===== config.mk =====
export PLATFORM = sky130hd
export DESIGN_NAME = catalog_record_stream_parser
export DESIGN_NICKNAME = d
export VERILOG_FILES = /design/src/rtl/core/crsp_pkg.sv /design/src/rtl/core/catalog_record_stream_parser.sv /design/src/rtl/core/crsp_parser.sv
export VERILOG_INCLUDE_DIRS = /design/src /design/src/rtl/core
export SDC_FILE = /design/constraint.sdc
export NUM_CORES = 1
export LEC_CHECK = 0
export BUFFER_PORTS_ARGS = -buffer_cell sky130_fd_sc_hd__buf_2
export CAP_MARGIN = 20
export CORE_MARGIN = 1
export CORE_UTILIZATION = 35
export CTS_BUF_LIST = sky130_fd_sc_hd__clkbuf_8 sky130_fd_sc_hd__clkbuf_16
export DETAILED_ROUTE_END_ITERATION = 7
export PLACE_DENSITY = 0.49
export SLEW_MARGIN = 5
export SYNTH_ARGS = -nofsm -noshare
export SYNTH_HDL_FRONTEND = slang
export SYNTH_SLANG_ARGS = --single-unit

===== constraint.sdc =====
create_clock -name clk -period 5.5 [get_ports clk]
set_clock_uncertainty 0.2 [all_clocks]
set_input_delay 0.55 -clock clk [delete_from_list [all_inputs] [get_ports clk]]
set_output_delay 0.55 -clock clk [all_outputs]
set_load 0.01 [all_outputs]

===== src/rtl/core/catalog_record_stream_parser_assert.svh =====
// Assertion macros shared by the catalog parser modules.
`ifndef CATALOG_RECORD_STREAM_PARSER_ASSERT_SVH
`define CATALOG_RECORD_STREAM_PARSER_ASSERT_SVH

// Condition that holds at every clock edge out of reset.
`define CRSP_ASSERT_ALWAYS(lbl, cond, msg) \
  lbl: assert property (@(posedge clk) disable iff (!rst_n) (cond)) else $error(msg);

// Same-cycle implication.
`define CRSP_ASSERT_IMP(lbl, ante, cons, msg) \
  lbl: assert property (@(posedge clk) disable iff (!rst_n) (ante) |-> (cons)) else $error(msg);

// Next-cycle implication.
`define CRSP_ASSERT_NXT(lbl, ante, cons, msg) \
  lbl: assert property (@(posedge clk) disable iff (!rst_n) (ante) |=> (cons)) else $error(msg);

`endif


===== src/rtl/core/crsp_pkg.sv =====
// Types and constants of the catalog record stream parser.
package crsp_pkg;

  typedef enum logic [1:0] {
    KIND_NAME   = 2'd0,
    KIND_RECORD = 2'd1,
    KIND_TITLE  = 2'd2,
    KIND_STATUS = 2'd3
  } kind_t;

  typedef enum logic [3:0] {
    ST_OK        = 4'd0,
    ST_MAGIC     = 4'd1,
    ST_VERSION   = 4'd2,
    ST_ITEMS     = 4'd3,
    ST_NAME_LONG = 4'd4,
    ST_TITLE_LONG= 4'd5,
    ST_TRUNCATED = 4'd6,
    ST_TRAILING  = 4'd7,
    ST_TOO_LARGE = 4'd8
  } status_t;

  typedef enum logic [4:0] {
    PH_HEADER = 5'b00001,
    PH_NAME   = 5'b00010,
    PH_RECORD = 5'b00100,
    PH_TITLE  = 5'b01000,
    PH_DONE   = 5'b10000
  } phase_t;

  typedef struct packed {
    kind_t       kind;
    status_t     status;
    logic [4:0]  item_index;
    logic [5:0]  item_total;
    logic [31:0] item_key;
    logic [31:0] item_duration;
    logic [31:0] item_offset;
    logic [6:0]  title_len;
    logic [7:0]  text_byte;
    logic        run_end;
  } result_t;

  // Results caused by one accepted byte: an optional data result, then an optional status result.
  typedef struct packed {
    logic    d_valid;
    result_t d_res;
    logic    s_valid;
    result_t s_res;
  } step_t;

  localparam int IN_DATA_W   = 8;
  localparam int OUT_DATA_W  = 128;
  localparam int OUT_USER_W  = 2;
  localparam int QUEUE_SLOTS = 3;

  localparam logic [3:0] SIG_LEN       = 4'd4;
  localparam logic [3:0] POS_VERSION   = 4'd5;
  localparam logic [3:0] POS_ITEMS     = 4'd7;
  localparam logic [3:0] POS_NAME_LEN  = 4'd9;
  localparam logic [3:0] HDR_LAST      = 4'd11;
  localparam logic [3:0] POS_KEY       = 4'd3;
  localparam logic [3:0] POS_DURATION  = 4'd7;
  localparam logic [3:0] POS_OFFSET    = 4'd11;
  localparam logic [3:0] POS_TITLE_LEN = 4'd13;
  localparam logic [3:0] REC_LAST      = 4'd15;

  localparam logic [15:0] VERSION_ONE = 16'd1;

  localparam logic [7:0] SIGNATURE [4] = '{8'h4D, 8'h50, 8'h58, 8'h47};

endpackage


===== src/rtl/core/catalog_record_stream_parser.sv =====
// Catalog record stream parser: byte decoder and three-slot result queue.
// Results are written into the queue at the clock edge that accepts their byte.
// Throughput: one byte per cycle while the queue holds at most one result; in_tready is low
// while it holds more, and the last byte of a blob adds a status result to the queue.
// Reset: rst_n (synchronous, active low) empties the queue and restarts the decoder.
module catalog_record_stream_parser #(
  parameter int MAX_ITEMS      = 32,
  parameter int NAME_CAPACITY  = 64,
  parameter int TITLE_CAPACITY = 128,
  parameter int BLOB_MAX_BYTES = 1024
) (
  input  logic                                clk,
  input  logic                                rst_n,
  input  logic                                in_tvalid,
  output logic                                in_tready,
  input  logic [crsp_pkg::IN_DATA_W-1:0]      in_tdata,   // [7:0] data_byte
  input  logic                                in_tlast,   // last_byte
  output logic                                out_tvalid,
  input  logic                                out_tready,
  // [3:0] status, [8:4] item_index, [14:9] item_total, [46:15] item_key,
  // [78:47] item_duration, [110:79] item_offset, [117:111] title_len,
  // [125:118] text_byte, [127:126] zero
  output logic [crsp_pkg::OUT_DATA_W-1:0]     out_tdata,
  output logic [crsp_pkg::OUT_USER_W-1:0]     out_tuser,  // [1:0] kind
  output logic                                out_tlast   // run_end
);

  `include "catalog_record_stream_parser_assert.svh"

  crsp_pkg::step_t   step;
  crsp_pkg::result_t q_r   [crsp_pkg::QUEUE_SLOTS];
  crsp_pkg::result_t q_nxt [crsp_pkg::QUEUE_SLOTS];
  crsp_pkg::result_t head;
  logic [1:0]        cnt_r, cnt_nxt;
  logic [1:0]        base, base2;
  logic              in_acc, pop;

  assign in_acc = in_tvalid && in_tready;
  assign pop    = out_tvalid && out_tready;

  crsp_parser #(
    .MAX_ITEMS      (MAX_ITEMS),
    .NAME_CAPACITY  (NAME_CAPACITY),
    .TITLE_CAPACITY (TITLE_CAPACITY),
    .BLOB_MAX_BYTES (BLOB_MAX_BYTES)
  ) u_parser (
    .clk       (clk),
    .rst_n     (rst_n),
    .acc       (in_acc),
    .data_byte (in_tdata),
    .last_byte (in_tlast),
    .step      (step)
  );

  always_comb begin
    // Advance the queue on a pop, then append this item's results behind it.
    for (int i = 0; i < crsp_pkg::QUEUE_SLOTS - 1; i++) begin
      q_nxt[i] = pop ? q_r[i+1] : q_r[i];
    end
    q_nxt[crsp_pkg::QUEUE_SLOTS-1] = q_r[crsp_pkg::QUEUE_SLOTS-1];
    base  = cnt_r - 2'(pop);
    base2 = base;
    if (in_acc && step.d_valid) begin
      q_nxt[base] = step.d_res;
      base2       = base + 2'd1;
    end
    if (in_acc && step.s_valid) begin
      q_nxt[base2] = step.s_res;
    end
    cnt_nxt = base2 + 2'(in_acc && step.s_valid);
  end

  always_ff @(posedge clk) begin
    if (!rst_n) begin
      cnt_r <= '0;
    end else begin
      cnt_r <= cnt_nxt;
    end
  end

  always_ff @(posedge clk) begin
    q_r <= q_nxt;
  end

  assign in_tready  = cnt_r <= 2'd1;
  assign out_tvalid = cnt_r != 2'd0;
  assign head       = q_r[0];
  assign out_tuser  = head.kind;
  assign out_tlast  = head.run_end;
  assign out_tdata  = {2'b00, head.text_byte, head.title_len, head.item_offset,
                       head.item_duration, head.item_key, head.item_total,
                       head.item_index, head.status};

  `CRSP_ASSERT_NXT(a_status_queued, in_acc && in_tlast, out_tvalid,
                   "no result offered after the last byte")
  `CRSP_ASSERT_IMP(a_status_ends_run, out_tvalid && out_tuser == crsp_pkg::KIND_STATUS,
                   out_tlast, "status result without run end")
  `CRSP_ASSERT_NXT(a_pop_drains, pop && !in_acc, cnt_r == $past(cnt_r) - 2'd1,
                   "queue count did not drop on a pop")

endmodule


===== src/rtl/core/crsp_parser.sv =====
// Byte-wise header, name, record and title decoder with first-error tracking.
module crsp_parser #(
  parameter int MAX_ITEMS      = 32,
  parameter int NAME_CAPACITY  = 64,
  parameter int TITLE_CAPACITY = 128,
  parameter int BLOB_MAX_BYTES = 1024
) (
  input  logic                clk,
  input  logic                rst_n,
  input  logic                acc,
  input  logic [7:0]          data_byte,
  input  logic                last_byte,
  output crsp_pkg::step_t     step
);

  `include "catalog_record_stream_parser_assert.svh"

  localparam int BC_W = $clog2(BLOB_MAX_BYTES + 2);
  localparam int IW   = $clog2(MAX_ITEMS + 1);
  localparam logic [BC_W-1:0] BLOB_MAX  = BC_W'(BLOB_MAX_BYTES);
  localparam logic [15:0]     ITEMS_MAX = 16'(MAX_ITEMS);
  localparam logic [15:0]     NAME_CAP  = 16'(NAME_CAPACITY);
  localparam logic [15:0]     TITLE_CAP = 16'(TITLE_CAPACITY);

  crsp_pkg::phase_t  phase_r, phase_nxt;
  crsp_pkg::status_t err_r, err_nxt;
  logic [BC_W-1:0]   bc_r, bc_nxt;
  logic [3:0]        pos_r, pos_nxt;
  logic [23:0]       fshift_r, fshift_nxt;
  logic [IW-1:0]     items_r, items_nxt;
  logic [IW-1:0]     seen_r, seen_nxt;
  logic [IW-1:0]     seen_inc;
  logic [15:0]       text_r, text_nxt;
  logic [31:0]       key_r, key_nxt;
  logic [31:0]       dur_r, dur_nxt;
  logic [31:0]       off_r, off_nxt;
  logic [31:0]       word;
  logic              oversize;

  assign word     = {fshift_r, data_byte};
  assign seen_inc = seen_r + 1'b1;

  always_comb begin
    phase_nxt  = phase_r;
    err_nxt    = err_r;
    pos_nxt    = pos_r;
    fshift_nxt = fshift_r;
    items_nxt  = items_r;
    seen_nxt   = seen_r;
    text_nxt   = text_r;
    key_nxt    = key_r;
    dur_nxt    = dur_r;
    off_nxt    = off_r;
    step       = '0;

    // Saturate just above the size limit.
    bc_nxt   = (bc_r <= BLOB_MAX) ? bc_r + 1'b1 : bc_r;
    oversize = bc_nxt > BLOB_MAX;

    if (err_r == crsp_pkg::ST_OK) begin
      if (oversize) begin
        err_nxt = crsp_pkg::ST_TOO_LARGE;
      end else begin
        fshift_nxt = word[23:0];
        unique case (phase_r)
          crsp_pkg::PH_HEADER: begin
            if (pos_r < crsp_pkg::SIG_LEN) begin
              if (data_byte != crsp_pkg::SIGNATURE[pos_r[1:0]]) err_nxt = crsp_pkg::ST_MAGIC;
            end else if (pos_r == crsp_pkg::POS_VERSION) begin
              if (word[15:0] != crsp_pkg::VERSION_ONE) err_nxt = crsp_pkg::ST_VERSION;
            end else if (pos_r == crsp_pkg::POS_ITEMS) begin
              if (word[15:0] > ITEMS_MAX) err_nxt = crsp_pkg::ST_ITEMS;
              else items_nxt = IW'(word[15:0]);
            end else if (pos_r == crsp_pkg::POS_NAME_LEN) begin
              text_nxt = word[15:0];
              if (word[15:0] >= NAME_CAP) err_nxt = crsp_pkg::ST_NAME_LONG;
            end
            pos_nxt = pos_r + 1'b1;
            if (err_nxt == crsp_pkg::ST_OK && pos_r == crsp_pkg::HDR_LAST) begin
              pos_nxt = '0;
              if (text_r != '0) phase_nxt = crsp_pkg::PH_NAME;
              else if (seen_r >= items_r) phase_nxt = crsp_pkg::PH_DONE;
              else phase_nxt = crsp_pkg::PH_RECORD;
            end
          end
          crsp_pkg::PH_NAME: begin
            step.d_valid         = 1'b1;
            step.d_res.kind      = crsp_pkg::KIND_NAME;
            step.d_res.text_byte = data_byte;
            text_nxt             = text_r - 1'b1;
            if (text_r == 16'd1) begin
              pos_nxt   = '0;
              phase_nxt = (seen_r >= items_r) ? crsp_pkg::PH_DONE : crsp_pkg::PH_RECORD;
            end
          end
          crsp_pkg::PH_RECORD: begin
            if (pos_r == crsp_pkg::POS_KEY) key_nxt = word;
            else if (pos_r == crsp_pkg::POS_DURATION) dur_nxt = word;
            else if (pos_r == crsp_pkg::POS_OFFSET) off_nxt = word;
            else if (pos_r == crsp_pkg::POS_TITLE_LEN) text_nxt = word[15:0];
            pos_nxt = pos_r + 1'b1;
            if (pos_r == crsp_pkg::REC_LAST) begin
              pos_nxt = '0;
              if (text_r >= TITLE_CAP) begin
                // Drop the record.
                err_nxt = crsp_pkg::ST_TITLE_LONG;
              end else begin
                step.d_valid             = 1'b1;
                step.d_res.kind          = crsp_pkg::KIND_RECORD;
                step.d_res.item_index    = 5'(seen_r);
                step.d_res.item_key      = key_r;
                step.d_res.item_duration = dur_r;
                step.d_res.item_offset   = off_r;
                step.d_res.title_len     = 7'(text_r);
                if (text_r != '0) begin
                  phase_nxt = crsp_pkg::PH_TITLE;
                end else begin
                  seen_nxt  = seen_inc;
                  phase_nxt = (seen_inc >= items_r) ? crsp_pkg::PH_DONE : crsp_pkg::PH_RECORD;
                end
              end
            end
          end
          crsp_pkg::PH_TITLE: begin
            step.d_valid          = 1'b1;
            step.d_res.kind       = crsp_pkg::KIND_TITLE;
            step.d_res.item_index = 5'(seen_r);
            step.d_res.text_byte  = data_byte;
            text_nxt              = text_r - 1'b1;
            if (text_r == 16'd1) begin
              seen_nxt  = seen_inc;
              pos_nxt   = '0;
              phase_nxt = (seen_inc >= items_r) ? crsp_pkg::PH_DONE : crsp_pkg::PH_RECORD;
            end
          end
          crsp_pkg::PH_DONE: begin
            err_nxt = crsp_pkg::ST_TRAILING;
          end
          default: begin
            phase_nxt = crsp_pkg::PH_HEADER;
          end
        endcase
      end
    end

    step.d_res.run_end = !last_byte;

    if (last_byte) begin
      step.s_valid      = 1'b1;
      step.s_res.kind   = crsp_pkg::KIND_STATUS;
      step.s_res.run_end = 1'b1;
      priority if (oversize) step.s_res.status = crsp_pkg::ST_TOO_LARGE;
      else if (err_nxt != crsp_pkg::ST_OK) step.s_res.status = err_nxt;
      else if (phase_nxt == crsp_pkg::PH_DONE) step.s_res.status = crsp_pkg::ST_OK;
      else step.s_res.status = crsp_pkg::ST_TRUNCATED;
      if (phase_nxt != crsp_pkg::PH_HEADER) step.s_res.item_total = 6'(items_nxt);
      // Return to the start of a new blob.
      phase_nxt = crsp_pkg::PH_HEADER;
      err_nxt   = crsp_pkg::ST_OK;
      bc_nxt    = '0;
      pos_nxt   = '0;
      items_nxt = '0;
      seen_nxt  = '0;
      text_nxt  = '0;
    end
  end

  always_ff @(posedge clk) begin
    if (!rst_n) begin
      phase_r <= crsp_pkg::PH_HEADER;
      err_r   <= crsp_pkg::ST_OK;
      bc_r    <= '0;
      pos_r   <= '0;
      items_r <= '0;
      seen_r  <= '0;
      text_r  <= '0;
    end else if (acc) begin
      phase_r <= phase_nxt;
      err_r   <= err_nxt;
      bc_r    <= bc_nxt;
      pos_r   <= pos_nxt;
      items_r <= items_nxt;
      seen_r  <= seen_nxt;
      text_r  <= text_nxt;
    end
  end

  always_ff @(posedge clk) begin
    if (acc) begin
      fshift_r <= fshift_nxt;
      key_r    <= key_nxt;
      dur_r    <= dur_nxt;
      off_r    <= off_nxt;
    end
  end

  `CRSP_ASSERT_ALWAYS(a_phase_onehot, $onehot(phase_r), "parser phase is not one-hot")
  `CRSP_ASSERT_IMP(a_error_silences, err_r != crsp_pkg::ST_OK, !step.d_valid,
                   "data result produced after an error")
  `CRSP_ASSERT_NXT(a_last_restarts, acc && last_byte,
                   phase_r == crsp_pkg::PH_HEADER && bc_r == '0 && err_r == crsp_pkg::ST_OK,
                   "parser did not restart after the last byte")

endmodule


==> out/results.tsv <==
stage	metric	value	unit
logic_synthesis	async set-reset flop share out of synthesis	0	%
critical_path	CP Data Arrival Time	4.75	ns
global_routing	first-pass GRT wire length	117200	µm
layout	Layout Area Growth over Synthesis	10.04	%
clock_network	CTS tree	yes	
clock_network	number of post-CTS setup repair buffers	0	
critical_path	capture point of the worst reg-to-reg path	out_tdata[102]	
logic_synthesis	cell type with the highest aggregate area in the netlist	sky130_fd_sc_hd__dfxtp_1	
logic_synthesis	simple-gate share of the synthesized area	11.87	%
global_routing	vias in the first global route	19070	
die	boundary pin count	146	
critical_path	critical path buffer and inverter count	2	
critical_path	critical path class	reg2reg	
critical_path	type of origin of the critical path	register	
logic_synthesis	multiplexer share of the synthesized area	9.012	%
detailed_routing	Initial DRC Count	1380	
detailed_routing	drc violations	4	
place	port buffer count	143	
critical_path	r2r worst-path depth	10	
logic_synthesis	number of flops mapped to enable cells by yosys	120	
detailed_routing	residual antenna-violating net count after detailed routing	0	
logic_synthesis	XOR/XNOR Fraction of Synth Area	0.6118	%
logic_synthesis	top flip-flop cell by instance count after synthesis	sky130_fd_sc_hd__dfxtp_1	
detailed_routing	Via Count	19650	
layout	fraction of layout cells with a size suffix above 1	16.39	%
die	area of the die	74710	µm²
clock_network	total clock sinks	561	
die	total number of placement rows	99	
die	DIE WIDTH	273.3	µm
timing	FMAX	0.2252	GHz
power_and_ir_drop	maximum ir drop on the vdd rail	0.0007755	V
critical_path	Critical Path Sink Type	register	
timing	Setup Total Neg Slack	0	ns
timing	count of final setup violators	0	
timing	final worst path period share	80.73	%
logic_synthesis	adder and majority gate portion of the synthesized area	1.262	%
logic_synthesis	fraction of synthesized cell area taken by the top area cell type	34.26	%
logic_synthesis	area of the mapped netlist	25770	µm²
logic_synthesis	mean area per synthesized cell	9.644	µm²
logic_synthesis	cells after synthesis	2672	
timing	relative max-transition margin	22.79	%
power_and_ir_drop	power density over the cells	358.8	nW/µm²
layout	# fillers	7163	
die	placeable core region	72960	µm²
logic_synthesis	library cell with the highest instance count after synthesis	sky130_fd_sc_hd__dfxtp_1	
logic_synthesis	fraction of the yosys area taken by sequential cells	48.24	%
logic_synthesis	main combinational cell family by area after synthesis	compound AO/OA/AOI/OAI gates	
clock_network	CTS root buf	sky130_fd_sc_hd__clkbuf_16	
die	die height	273.3	µm
detailed_routing	final wirelength	76700	µm
timing	RSZ-0062 raised after global routing	no	
detailed_routing	Detailed Routing Iterations Pass 1	8	
critical_path	dominant delay contributor by cell family on the critical path	compound AO/OA/AOI/OAI gates	
critical_path	Worst path slowest cell	sky130_fd_sc_hd__a221oi_4	
status	outcome	finished with violations	
logic_synthesis	Synth cell types	79	
timing	slew at the pin with the worst max-slew slack	1.158	ns
logic_synthesis	#FFs+latches synth	561	
critical_path	Setup crit start	u_parser.bc_r[0]	
clock_network	clock buffer count from CTS	61	
place	detailed placer's ending HPWL	45880	µm
detailed_routing	routed wirelength normalized by instance count	21.47	µm
critical_path	launch point of the worst reg-to-reg path	u_parser.bc_r[0]	
detailed_routing	vias per std cell	5.499	
layout	final standard cell utilization of the core	38.87	%
critical_path	crit path capture	out_tdata[102]	
timing	Final Hold Vio Count	0	
critical_path	largest fanout of any net on the critical path	114	
critical_path	cell-by-cell trace of the critical path	inv_2, ha_1, or4_4, o221ai_4, nand4_2, a221oi_4, nand2_8, buf_12, a21oi_1, a211oi_2	
global_routing	all-layer global routing usage	20.11	%
logic_synthesis	count of warnings emitted by yosys	0	
logic_synthesis	largest cells by area after synthesis	sky130_fd_sc_hd__dfxtp_1, sky130_fd_sc_hd__edfxtp_1, sky130_fd_sc_hd__mux2i_1	
logic_synthesis	most numerous cell types in the synthesized netlist	sky130_fd_sc_hd__dfxtp_1, sky130_fd_sc_hd__a21oi_1, sky130_fd_sc_hd__nand2_1, sky130_fd_sc_hd__mux2i_1, sky130_fd_sc_hd__clkbuf_1	
layout	final net count	2598	
timing	min cycle time layout	4.440	ns
power_and_ir_drop	leakage power	10.38	nW
clock_network	buffer depth of the longest clock path	3	
clock_network	H-tree lvl count	2	
clock_network	post-cts resize count	0	
critical_path	Crit path depth	10	
die	effective utilization at floorplan	35.32	%
timing	final max-slew violation count	0	
logic_synthesis	complex-gate fraction of the synthesized area	20.93	%
worst_hold_path	path category of the worst min-delay check	in2reg	
job	maxcap violations	0	
critical_path	Slowest Stage Delay on Critical Path	0.78	ns
status	violations in the final reports	design-rule violations	
global_routing	pin count of the biggest net entering global routing	151	
global_routing	antenna violations before repair	0	
clock_network	clock slew at reported path FFs	0.06	ns
global_routing	total congestion overflow	0	
place	final estimated routing congestion in global placement	0.8524	
power_and_ir_drop	overall power of the completed layout	0.01017	W
clock_network	Post-CTS Hold Buffers	0	
critical_path	endpoint required time on the critical path	5.81	ns
clock_network	clock latency on the worst-skew pair	0.65	ns
critical_path	Reg2Reg Setup Slack	1.06	ns
per-layer routing:
| layer | track usage [%] | share of wire (%) | up-vias |
|---|---|---|---|
| met5 | 0 | 0 | - |
| li1 | - | - | 9328 |
| met1 | 27.05 | 46 | 9724 |
| met3 | 2.351 | 4.1 | 113 |
| met4 | 6.822 | 2.9 | 0 |
| met2 | 33.32 | 47 | 484 |
worst min path at each step:
stage | startpoint | end | depth (start not counted)
finish | rst_n | u_parser.phase_r[0] | 2
global route | in_tdata[4] | u_parser.fshift_r[4] | 1
global placement | q_r[101] | q_r[101] | 2
CTS | rst_n | u_parser.phase_r[0] | 2
detailed placement | q_r[84] | q_r[84] | 2
floorplan | q_r[114] | q_r[114] | 2
logic make-up (layout without fill, tap and decap cells):
family,Yosys count,in the layout
AO/OA/AOI/OAI,781,781
XOR/XNOR,18,18
adder cells (fa/ha/maj),26,26
buffers and inverters,390,329
flip-flops,561,561
multiplexers,231,231
other,1,4
AND/OR/NAND/NOR,664,664
report_power, final:
part / switching [W] / internal, W
Combinational: 0.00100 / 0.000480
Clock: 0.00178 / 0.00242
Sequential: 0.000146 / 0.00435
area by class of cell:
type / instances / area, µm² / area share, %
Antenna cell: 2 / 5.005 / 0.01765
Tap cell: 959 / 1200 / 4.232
Sequential cell: 561 / 12430 / 43.84
Multi-Input combinational cell: 1722 / 11360 / 40.07
Inverter: 27 / 108.9 / 0.3839
Clock buffer: 72 / 1678 / 5.917
Clock inverter: 44 / 401.6 / 1.416
Timing Repair Buffer: 186 / 1167 / 4.117
layout by cell type, fill, tap and decap left out, types with 10 or more instances in the layout:
master / count
sky130_fd_sc_hd__buf_2: 143
sky130_fd_sc_hd__a31oi_1: 16
sky130_fd_sc_hd__a21oi_1: 395
sky130_fd_sc_hd__edfxtp_1: 120
sky130_fd_sc_hd__ha_1: 26
sky130_fd_sc_hd__nor2_1: 116
sky130_fd_sc_hd__nand3_1: 132
sky130_fd_sc_hd__clkbuf_16: 61
sky130_fd_sc_hd__o31ai_1: 11
sky130_fd_sc_hd__nor3b_1: 10
sky130_fd_sc_hd__inv_1: 37
sky130_fd_sc_hd__nand2_1: 294
sky130_fd_sc_hd__a211oi_1: 111
sky130_fd_sc_hd__and3_1: 11
sky130_fd_sc_hd__o21ai_0: 48
sky130_fd_sc_hd__a211oi_2: 92
sky130_fd_sc_hd__and2_1: 13
sky130_fd_sc_hd__mux2i_1: 221
sky130_fd_sc_hd__buf_12: 10
sky130_fd_sc_hd__a311oi_1: 19
sky130_fd_sc_hd__dfxtp_1: 441
sky130_fd_sc_hd__nor3_1: 16
sky130_fd_sc_hd__clkbuf_8: 11
sky130_fd_sc_hd__o32ai_1: 11
sky130_fd_sc_hd__buf_4: 32
stage by stage:
| stage | hold slack [ns] | cells | area [µm²] | setup WS, ns |
|---|---|---|---|---|
| detailed placement | 0.2430 | 3454 | 26260 | 1.066 |
| global placement | 0.2372 | 3454 | 26260 | 1.152 |
| floorplan | 0.2248 | 2673 | 25780 | 0.5601 |
| CTS | 0.05932 | 3570 | 28340 | 1.098 |
| global route | 0.07743 | 3571 | 28350 | 0.8030 |
| finish | 0.09071 | 3573 | 28360 | 1.060 |
state kept, by name, indices dropped and copies added (netlist names):
signal / count
u_parser.fshift_r: 24
u_parser.err_r: 4
u_parser.text_r: 16
u_parser.phase_r: 5
out_tdata: 126
u_parser.key_r: 32
u_parser.seen_r: 6
q_r: 258
u_parser.off_r: 32
u_parser.bc_r: 11
out_tlast: 1
u_parser.pos_r: 4
out_tuser: 2
u_parser.items_r: 6
u_parser.dur_r: 32
cnt_r: 2
Power figures use the tool's default switching activity.
